## src/hdl/mrpt_pkg.sv

```systemverilog
// ----------------------------------------------------------------------------
// mrpt_pkg
// shared types, constants and base tables for the primality test core
// ----------------------------------------------------------------------------
package mrpt_pkg;

   localparam int unsigned WordWidth   = 64;
   localparam int unsigned QueueDepth  = 2;
   localparam int unsigned BaseIdxBits = 4;

   localparam logic [63:0] LimA = 64'd9080191;
   localparam logic [63:0] LimB = 64'd4759123141;
   localparam logic [63:0] LimC = 64'd1122004669633;
   localparam logic [63:0] BigBase = 64'd1662803;
   localparam logic [63:0] LimD = 64'd2152302898747;
   localparam logic [63:0] LimE = 64'd3474749660383;
   localparam logic [63:0] LimF = 64'd341550071728321;
   localparam logic [63:0] LimG = 64'd3825123056546413051;

   // item class decided by the front end
   typedef enum logic [2:0] {
      CLS_FALSE,
      CLS_TRUE,
      CLS_RANGE_A,
      CLS_RANGE_B,
      CLS_RANGE_C,
      CLS_RANGE_G
   } cls_type;

   typedef struct packed {
      logic [63:0] n;
      cls_type     cls;
   } job_type;

   typedef enum logic [3:0] {
      ST_IDLE,
      ST_SPLIT,
      ST_LOAD,
      ST_REDUCE,
      ST_POW_MUL,
      ST_POW_SQR,
      ST_POW_NEXT,
      ST_CHECK,
      ST_SQR,
      ST_SQR_CHECK,
      ST_NEXT_BASE,
      ST_DONE
   } st_type;

   // base of round idx for a class; zero marks the end of the list
   function automatic logic [63:0] base_of(cls_type cls, logic [BaseIdxBits-1:0] idx);
      logic [63:0] b;
      b = 64'd0;
      case (cls)
         CLS_RANGE_A: begin
            case (idx)
               4'd0: b = 64'd31;
               4'd1: b = 64'd73;
               default: b = 64'd0;
            endcase
         end
         CLS_RANGE_B: begin
            case (idx)
               4'd0: b = 64'd7;
               4'd1: b = 64'd2;
               4'd2: b = 64'd61;
               default: b = 64'd0;
            endcase
         end
         CLS_RANGE_C: begin
            case (idx)
               4'd0: b = 64'd13;
               4'd1: b = 64'd2;
               4'd2: b = 64'd23;
               4'd3: b = BigBase;
               default: b = 64'd0;
            endcase
         end
         CLS_RANGE_G: begin
            case (idx)
               4'd0:  b = 64'd11;
               4'd1:  b = 64'd7;
               4'd2:  b = 64'd5;
               4'd3:  b = 64'd3;
               4'd4:  b = 64'd2;
               4'd5:  b = 64'd13;
               4'd6:  b = 64'd17;
               4'd7:  b = 64'd19;
               4'd8:  b = 64'd23;
               4'd9:  b = 64'd29;
               4'd10: b = 64'd31;
               4'd11: b = 64'd37;
               default: b = 64'd0;
            endcase
         end
         default: b = 64'd0;
      endcase
      return b;
   endfunction

   // number of bases actually used by a wide-range candidate
   function automatic logic [BaseIdxBits-1:0] g_count(logic [63:0] n);
      logic [BaseIdxBits-1:0] c;
      if (n < LimD) c = 4'd5;
      else if (n < LimE) c = 4'd6;
      else if (n < LimF) c = 4'd7;
      else if (n < LimG) c = 4'd9;
      else c = 4'd12;
      return c;
   endfunction

endpackage

```

## src/hdl/mrpt_modmul.sv

```systemverilog
// ----------------------------------------------------------------------------
// mrpt_modmul
// shift-and-add modular multiplier, one multiplier bit per cycle
// ----------------------------------------------------------------------------
module mrpt_modmul
   import mrpt_pkg::*;
#(
   parameter int unsigned Width = WordWidth
) (
   input  logic             clock,
   input  logic             reset,
   input  logic             go,
   input  logic [Width-1:0] x,
   input  logic [Width-1:0] y,
   input  logic [Width-1:0] m,
   output logic             done,
   output logic [Width-1:0] prod
);

   localparam int unsigned CntBits = $clog2(Width);

   logic               busy_ff, busy_in;
   logic               done_ff, done_in;
   logic [CntBits-1:0] cnt_ff, cnt_in;
   logic [Width-1:0]   acc_ff, acc_in;
   logic [Width-1:0]   x_ff, x_in;
   logic [Width-1:0]   y_ff, y_in;
   logic [Width-1:0]   m_ff, m_in;
   logic [Width-1:0]   dbl;
   logic [Width-1:0]   gap_a;
   logic [Width-1:0]   gap_x;

   always_comb begin
      busy_in = busy_ff;
      done_in = 1'b0;
      cnt_in  = cnt_ff;
      acc_in  = acc_ff;
      x_in    = x_ff;
      y_in    = y_ff;
      m_in    = m_ff;
      gap_a   = m_ff - acc_ff;
      dbl     = (acc_ff >= gap_a) ? (acc_ff - gap_a) : (acc_ff + acc_ff);
      gap_x   = m_ff - x_ff;
      if (go) begin
         busy_in = 1'b1;
         cnt_in  = '1;
         acc_in  = '0;
         x_in    = x;
         y_in    = y;
         m_in    = m;
      end else if (busy_ff) begin
         acc_in = dbl;
         if (y_ff[Width-1]) begin
            acc_in = (dbl >= gap_x) ? (dbl - gap_x) : (dbl + x_ff);
         end
         y_in   = {y_ff[Width-2:0], 1'b0};
         cnt_in = cnt_ff - 1'b1;
         if (cnt_ff == '0) begin
            busy_in = 1'b0;
            done_in = 1'b1;
         end
      end
   end

   always_ff @(posedge clock) begin
      if (reset) begin
         busy_ff <= 1'b0;
         done_ff <= 1'b0;
         cnt_ff  <= '0;
      end else begin
         busy_ff <= busy_in;
         done_ff <= done_in;
         cnt_ff  <= cnt_in;
      end
      acc_ff <= acc_in;
      x_ff   <= x_in;
      y_ff   <= y_in;
      m_ff   <= m_in;
   end

   assign done = done_ff;
   assign prod = acc_ff;

endmodule

```

## src/hdl/mrpt_front.sv

```systemverilog
// ----------------------------------------------------------------------------
// mrpt_front
// accepts candidates, settles trivial ones and picks the base set
// ----------------------------------------------------------------------------
module mrpt_front
   import mrpt_pkg::*;
(
   input  logic        start,
   input  logic [63:0] candidate,
   output logic        busy,
   output logic        push,
   output job_type     job,
   input  logic        full
);

   cls_type cls;

   always_comb begin
      if (candidate < 64'd2) cls = CLS_FALSE;
      else if (candidate == 64'd2) cls = CLS_TRUE;
      else if (!candidate[0]) cls = CLS_FALSE;
      else if (candidate < LimA) begin
         if (candidate == 64'd31 || candidate == 64'd73) cls = CLS_TRUE;
         else cls = CLS_RANGE_A;
      end
      else if (candidate < LimB) cls = CLS_RANGE_B;
      else if (candidate < LimC) cls = CLS_RANGE_C;
      else cls = CLS_RANGE_G;
   end

   assign busy    = full;
   assign push    = start && !full;
   assign job.n   = candidate;
   assign job.cls = cls;

endmodule

```

## src/hdl/mrpt_queue.sv

```systemverilog
// ----------------------------------------------------------------------------
// mrpt_queue
// short fifo of classified items between front and back
// ----------------------------------------------------------------------------
module mrpt_queue
   import mrpt_pkg::*;
#(
   parameter int unsigned Depth = QueueDepth
) (
   input  logic    clock,
   input  logic    reset,
   input  logic    push,
   input  job_type push_job,
   input  logic    pop,
   output job_type head,
   output logic    empty,
   output logic    full
);

   localparam int unsigned PtrBits = (Depth > 1) ? $clog2(Depth) : 1;

   job_type            mem_ff [Depth];
   logic [PtrBits-1:0] wr_ff, wr_in, rd_ff, rd_in;
   logic [PtrBits:0]   cnt_ff, cnt_in;

   function automatic logic [PtrBits-1:0] inc(logic [PtrBits-1:0] p);
      return (p == PtrBits'(Depth - 1)) ? '0 : p + 1'b1;
   endfunction

   always_comb begin
      wr_in  = (push && !full) ? inc(wr_ff) : wr_ff;
      rd_in  = (pop && !empty) ? inc(rd_ff) : rd_ff;
      cnt_in = cnt_ff + (PtrBits+1)'(push && !full) - (PtrBits+1)'(pop && !empty);
   end

   always_ff @(posedge clock) begin
      if (reset) begin
         wr_ff  <= '0;
         rd_ff  <= '0;
         cnt_ff <= '0;
      end else begin
         wr_ff  <= wr_in;
         rd_ff  <= rd_in;
         cnt_ff <= cnt_in;
      end
      if (push && !full) mem_ff[wr_ff] <= push_job;
   end

   assign head  = mem_ff[rd_ff];
   assign empty = (cnt_ff == '0);
   assign full  = (cnt_ff == (PtrBits+1)'(Depth));

   a_cnt_range: assert property (@(posedge clock) disable iff (reset)
      cnt_ff <= (PtrBits+1)'(Depth))
      else $error("queue count over depth");
   a_no_pop_empty: assert property (@(posedge clock) disable iff (reset)
      empty |=> (cnt_ff <= 1))
      else $error("queue count jumped from empty");
   a_full_hold: assert property (@(posedge clock) disable iff (reset)
      (full && !pop) |=> full)
      else $error("queue lost an item while full");

endmodule

```

## src/hdl/mrpt_back.sv

```systemverilog
// ----------------------------------------------------------------------------
// mrpt_back
// runs strong probable prime rounds over the base set of each item
// ----------------------------------------------------------------------------
module mrpt_back
   import mrpt_pkg::*;
#(
   parameter int unsigned Width = WordWidth
) (
   input  logic             clock,
   input  logic             reset,
   input  logic             empty,
   input  job_type          head,
   output logic             pop,
   output logic             rsp_valid,
   output logic             rsp_is_prime
);

   localparam int unsigned KBits = $clog2(Width) + 1;

   st_type                 st_ff, st_in;
   logic [Width-1:0]       n_ff, n_in;
   cls_type                cls_ff, cls_in;
   logic [Width-1:0]       q_ff, q_in;
   logic [KBits-1:0]       k_ff, k_in;
   logic [KBits-1:0]       r_ff, r_in;
   logic [Width-1:0]       e_ff, e_in;
   logic [Width-1:0]       b_ff, b_in;
   logic [Width-1:0]       x_ff, x_in;
   logic [BaseIdxBits-1:0] bi_ff, bi_in;
   logic [BaseIdxBits-1:0] nb_ff, nb_in;
   logic                   out_v_ff, out_v_in;
   logic                   out_p_ff, out_p_in;
   logic                   mul_go;
   logic [Width-1:0]       mul_x, mul_y;
   logic                   mul_done;
   logic [Width-1:0]       mul_p;
   logic [Width-1:0]       base;

   mrpt_modmul #(.Width(Width)) u_mul (
      .clock (clock),
      .reset (reset),
      .go    (mul_go),
      .x     (mul_x),
      .y     (mul_y),
      .m     (n_ff),
      .done  (mul_done),
      .prod  (mul_p)
   );

   assign base = base_of(cls_ff, bi_ff);

   always_comb begin
      st_in    = st_ff;
      n_in     = n_ff;
      cls_in   = cls_ff;
      q_in     = q_ff;
      k_in     = k_ff;
      r_in     = r_ff;
      e_in     = e_ff;
      b_in     = b_ff;
      x_in     = x_ff;
      bi_in    = bi_ff;
      nb_in    = nb_ff;
      out_v_in = 1'b0;
      out_p_in = out_p_ff;
      pop      = 1'b0;
      mul_go   = 1'b0;
      mul_x    = x_ff;
      mul_y    = b_ff;
      unique case (st_ff)
         ST_IDLE: begin
            if (!empty) begin
               pop    = 1'b1;
               n_in   = head.n;
               cls_in = head.cls;
               q_in   = head.n - 1'b1;
               k_in   = '0;
               bi_in  = '0;
               unique case (head.cls)
                  CLS_RANGE_A: nb_in = BaseIdxBits'(2);
                  CLS_RANGE_B: nb_in = BaseIdxBits'(3);
                  CLS_RANGE_C: nb_in = BaseIdxBits'(4);
                  default:     nb_in = g_count(head.n);
               endcase
               if (head.cls == CLS_FALSE || head.cls == CLS_TRUE) begin
                  out_p_in = (head.cls == CLS_TRUE);
                  st_in    = ST_DONE;
               end else begin
                  st_in = ST_SPLIT;
               end
            end
         end
         // one trailing zero of n-1 per cycle
         ST_SPLIT: begin
            if (q_ff[0]) st_in = ST_LOAD;
            else begin
               q_in = {1'b0, q_ff[Width-1:1]};
               k_in = k_ff + 1'b1;
            end
         end
         ST_LOAD: begin
            b_in  = base;
            e_in  = q_ff;
            x_in  = Width'(1);
            st_in = ST_REDUCE;
         end
         // small candidates can sit below the base, subtract n until it fits
         ST_REDUCE: begin
            if (b_ff >= n_ff) b_in = b_ff - n_ff;
            else st_in = ST_POW_MUL;
         end
         ST_POW_MUL: begin
            if (e_ff == '0) st_in = ST_CHECK;
            else if (e_ff[0]) begin
               mul_go = 1'b1;
               mul_x  = x_ff;
               mul_y  = b_ff;
               st_in  = ST_POW_SQR;
            end else begin
               mul_go = 1'b1;
               mul_x  = b_ff;
               mul_y  = b_ff;
               st_in  = ST_POW_NEXT;
            end
         end
         ST_POW_SQR: begin
            if (mul_done) begin
               x_in   = mul_p;
               mul_go = 1'b1;
               mul_x  = b_ff;
               mul_y  = b_ff;
               st_in  = ST_POW_NEXT;
            end
         end
         ST_POW_NEXT: begin
            if (mul_done) begin
               b_in  = mul_p;
               e_in  = {1'b0, e_ff[Width-1:1]};
               st_in = ST_POW_MUL;
            end
         end
         ST_CHECK: begin
            r_in = KBits'(1);
            if (x_ff == Width'(1) || x_ff == n_ff - 1'b1) st_in = ST_NEXT_BASE;
            else if (k_ff <= KBits'(1)) begin
               out_p_in = 1'b0;
               st_in    = ST_DONE;
            end else st_in = ST_SQR;
         end
         ST_SQR: begin
            mul_go = 1'b1;
            mul_x  = x_ff;
            mul_y  = x_ff;
            st_in  = ST_SQR_CHECK;
         end
         ST_SQR_CHECK: begin
            if (mul_done) begin
               x_in = mul_p;
               r_in = r_ff + 1'b1;
               if (mul_p == n_ff - 1'b1) st_in = ST_NEXT_BASE;
               else if (mul_p == Width'(1) || r_ff + 1'b1 >= k_ff) begin
                  out_p_in = 1'b0;
                  st_in    = ST_DONE;
               end else st_in = ST_SQR;
            end
         end
         ST_NEXT_BASE: begin
            if (bi_ff + 1'b1 >= nb_ff) begin
               out_p_in = 1'b1;
               st_in    = ST_DONE;
            end else begin
               bi_in = bi_ff + 1'b1;
               st_in = ST_LOAD;
            end
         end
         ST_DONE: begin
            out_v_in = 1'b1;
            st_in    = ST_IDLE;
         end
         default: st_in = ST_IDLE;
      endcase
   end

   always_ff @(posedge clock) begin
      if (reset) begin
         st_ff    <= ST_IDLE;
         out_v_ff <= 1'b0;
      end else begin
         st_ff    <= st_in;
         out_v_ff <= out_v_in;
      end
      n_ff     <= n_in;
      cls_ff   <= cls_in;
      q_ff     <= q_in;
      k_ff     <= k_in;
      r_ff     <= r_in;
      e_ff     <= e_in;
      b_ff     <= b_in;
      x_ff     <= x_in;
      bi_ff    <= bi_in;
      nb_ff    <= nb_in;
      out_p_ff <= out_p_in;
   end

   assign rsp_valid    = out_v_ff;
   assign rsp_is_prime = out_p_ff;

   a_pop_idle: assert property (@(posedge clock) disable iff (reset)
      pop |-> (st_ff == ST_IDLE))
      else $error("queue popped while busy");
   a_done_pulse: assert property (@(posedge clock) disable iff (reset)
      rsp_valid |=> !rsp_valid)
      else $error("result strobe longer than one cycle");
   a_strobe_src: assert property (@(posedge clock) disable iff (reset)
      rsp_valid |-> ($past(st_ff) == ST_DONE))
      else $error("result without done state");

endmodule

```

## src/hdl/miller_rabin_prime_test_core.sv

```systemverilog
// trivial candidates go from idle straight to the done state; others first strip the
//   trailing zeros of n-1, then take about 2*64 modular products per base.
// the back end takes one item at a time, its pace set by the bit-serial multiplier;
//   the front queue holds two more items while the back end works.
// reset: synchronous active high, clears queue and sequencer; results cannot stall.
// ----------------------------------------------------------------------------
// miller_rabin_prime_test_core
// deterministic 64-bit primality test with decoupled front end and sequencer
// ----------------------------------------------------------------------------
module miller_rabin_prime_test_core
   import mrpt_pkg::*;
#(
   parameter int unsigned Depth = QueueDepth
) (
   input  logic        clock,
   input  logic        reset,
   input  logic        start,
   output logic        busy,
   input  logic [63:0] req_candidate,
   output logic        rsp_valid,
   output logic        rsp_is_prime
);

   logic    push, pop, empty, full;
   job_type job, head;

   mrpt_front u_front (
      .start     (start),
      .candidate (req_candidate),
      .busy      (busy),
      .push      (push),
      .job       (job),
      .full      (full)
   );

   mrpt_queue #(.Depth(Depth)) u_queue (
      .clock    (clock),
      .reset    (reset),
      .push     (push),
      .push_job (job),
      .pop      (pop),
      .head     (head),
      .empty    (empty),
      .full     (full)
   );

   mrpt_back #(.Width(WordWidth)) u_back (
      .clock        (clock),
      .reset        (reset),
      .empty        (empty),
      .head         (head),
      .pop          (pop),
      .rsp_valid    (rsp_valid),
      .rsp_is_prime (rsp_is_prime)
   );

endmodule

```

## config.mk

```make
export PLATFORM = sky130hd
export DESIGN_NAME = miller_rabin_prime_test_core
export DESIGN_NICKNAME = d
export VERILOG_FILES = /design/src/hdl/mrpt_pkg.sv /design/src/hdl/mrpt_modmul.sv /design/src/hdl/mrpt_front.sv /design/src/hdl/mrpt_queue.sv /design/src/hdl/mrpt_back.sv /design/src/hdl/miller_rabin_prime_test_core.sv
export SDC_FILE = /design/constraint.sdc
export NUM_CORES = 2
export LEC_CHECK = 0
export BUFFER_PORTS_ARGS = -buffer_cell sky130_fd_sc_hd__buf_2
export CAP_MARGIN = 40
export CORE_MARGIN = 2
export CORE_UTILIZATION = 35
export DETAILED_ROUTE_END_ITERATION = 16
export MAX_ROUTING_LAYER = met4
export PLACE_DENSITY = 0.53
export SLEW_MARGIN = 20
export SYNTH_ARGS = -nofsm -noshare
export SYNTH_HDL_FRONTEND = slang
export SYNTH_SLANG_ARGS = --single-unit
```

## constraint.sdc

```tcl
create_clock -name clock -period 10.25 [get_ports clock]
set_input_delay 0.5125 -clock clock [delete_from_list [all_inputs] [get_ports clock]]
set_output_delay 0.5125 -clock clock [all_outputs]
set_load 0.01 [all_outputs]
```

==> flow_metrics.py <==
metrics = {
    "placement": {
        "pre_cts_ws_ns": -0.6867,
        "hpwl_um": 181300,
        "gp_congestion": 0.9717,
        "portBuffers": 69,
    },
    "critical_path": {
        "worstSetupPathType": "flip-flop to flip-flop",
        "r2r_end": "u_back.u_mul.prod[51]",
        "reg2reg_depth": 48,
        "startpoint_type": "flip-flop",
        "cp_slowest_stage_delay_ns": 0.49,
        "r2r_setup_slack_ns": 0.17,
        "cpMostUsedCell": "a21o_1",
        "crit_path_end_kind": "flip-flop",
        "cp_slowest_cell": "or4_1",
        "crit_path_max_fanout": 8,
        "arrival_ns": 10.73,
        "cp_data_required_time_ns": 10.90,
        "r2r_start": "u_back.u_mul.m_ff[9]",
    },
    "cts": {
        "clkLatencyLatePin_ns": 0.71,
        "cts_tree": "yes",
        "root_buffer": "clkbuf_16",
        "path_clk_slew_ns": 0.06,
        "ctsHtreeMaxLevel": 3,
        "cts_made_buffers": 87,
        "numClockSinks": 760,
        "clk_path_buf_depth": 3,
    },
    "global_routing": {
        "grt_usage_pct": 26.38,
        "grt_pass1_wl_um": 328900,
        "grt_max_degree": 73,
        "grt_pass1_vias": 51100,
        "antenna_found_initial": 2,
        "overflow": 0,
    },
    "floorplan": {
        "die_area_um2": 171000,
        "core_um2": 166800,
        "fp-row-count": 150,
        "die_y_um": 413.5,
        "io_pins": 70,
        "die_w_um": 413.5,
        "start_util_pct": 35.17,
    },
    "routing": {
        "wl_per_cell_um": 23.64,
        "firstDrtPassIters": 6,
        "dr.first_iter.drc_count": 5232,
        "viasPerCell": 5.589,
        "drc_errors": 0,
        "drtAntennaViolNets": 0,
        "postRouteWirelength_um": 225400,
        "num_vias": 53289,
    },
    "yosys": {
        "synth.ff_latch_count": 760,
        "ys_top_cells_by_area": "edfxtp_1, ha_1, xnor2_1, a21oi_1, nand2_1",
        "synth.distinct_cells": 99,
        "yosysTopAreaCell": "edfxtp_1",
        "avgSynthCellArea_um2": 9.168,
        "synthTopCellsByCount": "edfxtp_1, nand2_1, a21oi_1, xnor2_1, o21ai_0",
        "syn-num-nets": 6864,
        "seq_area_frac_synth_pct": 37.39,
        "mappedNetlistArea_um2": 58690,
        "synth_flop_cell": "edfxtp_1",
        "ys_warn_count": 0,
        "synthCells": 6401,
        "synthArstFlopShare_pct": 0,
        "yosysTopAreaCellShare_pct": 34.39,
        "yosysMostFrequentCell": "edfxtp_1",
        "synth_edf_count": 672,
    },
    "outcome": {
        "status": "complete, no violations",
    },
    "timing": {
        "drv_slew": 0,
        "max_freq_ghz": 0.09919,
        "rsz0062_at_grt": "yes",
        "finalSetupViolations": 0,
        "min_period_ns": 10.08,
        "maxSlewHeadroom_pct": 36.51,
        "final.period_utilization_pct": 98.36,
        "finClkSkew_ns": 0.04860,
        "hold_violations": 0,
        "tightest_slew_ns": 0.9524,
        "fin_ws_ns": 0.1685,
    },
    "worst_hold_path": {
        "worstHoldEndpoint": "u_queue.mem_ff[0][58]",
        "hold_depth": 1,
        "hold_class": "input pin to flip-flop",
        "min_from": "req_candidate[55]",
    },
    "final_layout": {
        "nNetsFinal": 7718,
        "final_util_pct": 43.62,
        "drive_gt1_share_pct": 20.96,
        "synthToLayoutAreaGrowth_pct": 24.01,
    },
    "job": {
        "maxCapViolCount": 0,
    },
}
metal layers:
metal,wire [um],vias up,track usage (%)
met5,0,-,-
met2,95060,1843,38.13
met1,108500,25704,38.76
met3,14670,250,2.449
met4,7094,0,7.862
li1,-,25492,-
cell type report:
class | instances | area [um^2]
Sequential cell | 760 | 21950
Clock inverter | 61 | 932.1
Fill cell | 16220 | 94070
Clock buffer | 101 | 2230
Inverter | 374 | 1411
Tap cell | 2204 | 2758
Multi-Input combinational cell | 5011 | 35470
Antenna cell | 2 | 5.005
Timing Repair Buffer | 1021 | 8021
worst max path at each step:
stage / startpoint / endpoint / slack (ns) / depth (start not counted)
floorplan: u_back.u_mul.prod[1] / u_back.u_mul.prod[8] / 0.02 / 52
CTS: u_back.u_mul.m_ff[9] / u_back.u_mul.prod[1] / 0.002 / 52
detailed placement: u_back.u_mul.m_ff[1] / u_back.u_mul.prod[61] / -0.69 / 49
global placement: u_back.u_mul.m_ff[1] / u_back.u_mul.prod[60] / -0.65 / 48
global route: u_back.u_mul.m_ff[9] / u_back.u_mul.prod[51] / -0.20 / 48
finish: u_back.u_mul.m_ff[9] / u_back.u_mul.prod[51] / 0.17 / 48
metrics by stage:
step	cell area (um^2)	instances	hold slack, ns	setup TNS [ns]
floorplan	58730	6401	0.4264	0
global placement	67360	9261	0.4947	-25.76
detailed placement	67690	9287	0.4995	-24.76
CTS	71570	9497	0.0009570	0
global route	72770	9532	0.03356	-2.077
finish	72770	9534	0.05559	0
state kept, by name, indices dropped and copies added (netlist names), 64 cells and up, named ones only:
register,count
u_back.e_ff,64
u_back.u_mul.y_ff,64
u_back.u_mul.x_ff,64
u_queue.mem_ff,134
u_back.n_ff,64
u_back.q_ff,64
u_back.u_mul.prod,64
u_back.u_mul.m_ff,64
u_back.x_ff,64
u_back.b_ff,64
logic make-up after synthesis:
group | share of synthesized area (%)
multiplexers | 4.179
buffers and inverters | 4.128
AO/OA/AOI/OAI | 19.84
flip-flops | 37.39
XOR/XNOR | 9.357
adder cells (fa/ha/maj) | 8.784
AND/OR/NAND/NOR | 16.32
cell usage in the layout, fill, tap and decap left out, types with 165 or more instances in the layout:
cell type    n
buf_4      862
edfxtp_1   672
nand2_1    541
a21oi_1    481
xnor2_1    410
ha_1       383
o21ai_0    374
inv_1      367
nor2_1     366
a21o_1     247
xor2_1     213
mux2_2     166
nor4_1     165
repair_timing:
item	4_1_cts	5_1_grt
endpoints found under the hold margin	74	0
gates cloned	1	2
buffers inserted	10	34
resized for setup	52	185
endpoints found under the setup margin	64	64
pin swaps	19	100
hold buffers	37	0
worst max-delay path: cells and delay by family (launching register included):
kind | cells | cell delay, ns
compound gates | 28 | 5.71
xor+xnor | 2 | 0.20
fa+ha+maj | 3 | 0.77
buf+inv | 5 | 0.75
flops | 1 | 0.45
simple gates | 10 | 2.12
Power is not shown: default switching activity piles up to over one toggle a cycle in this logic, so the estimate is an artifact.
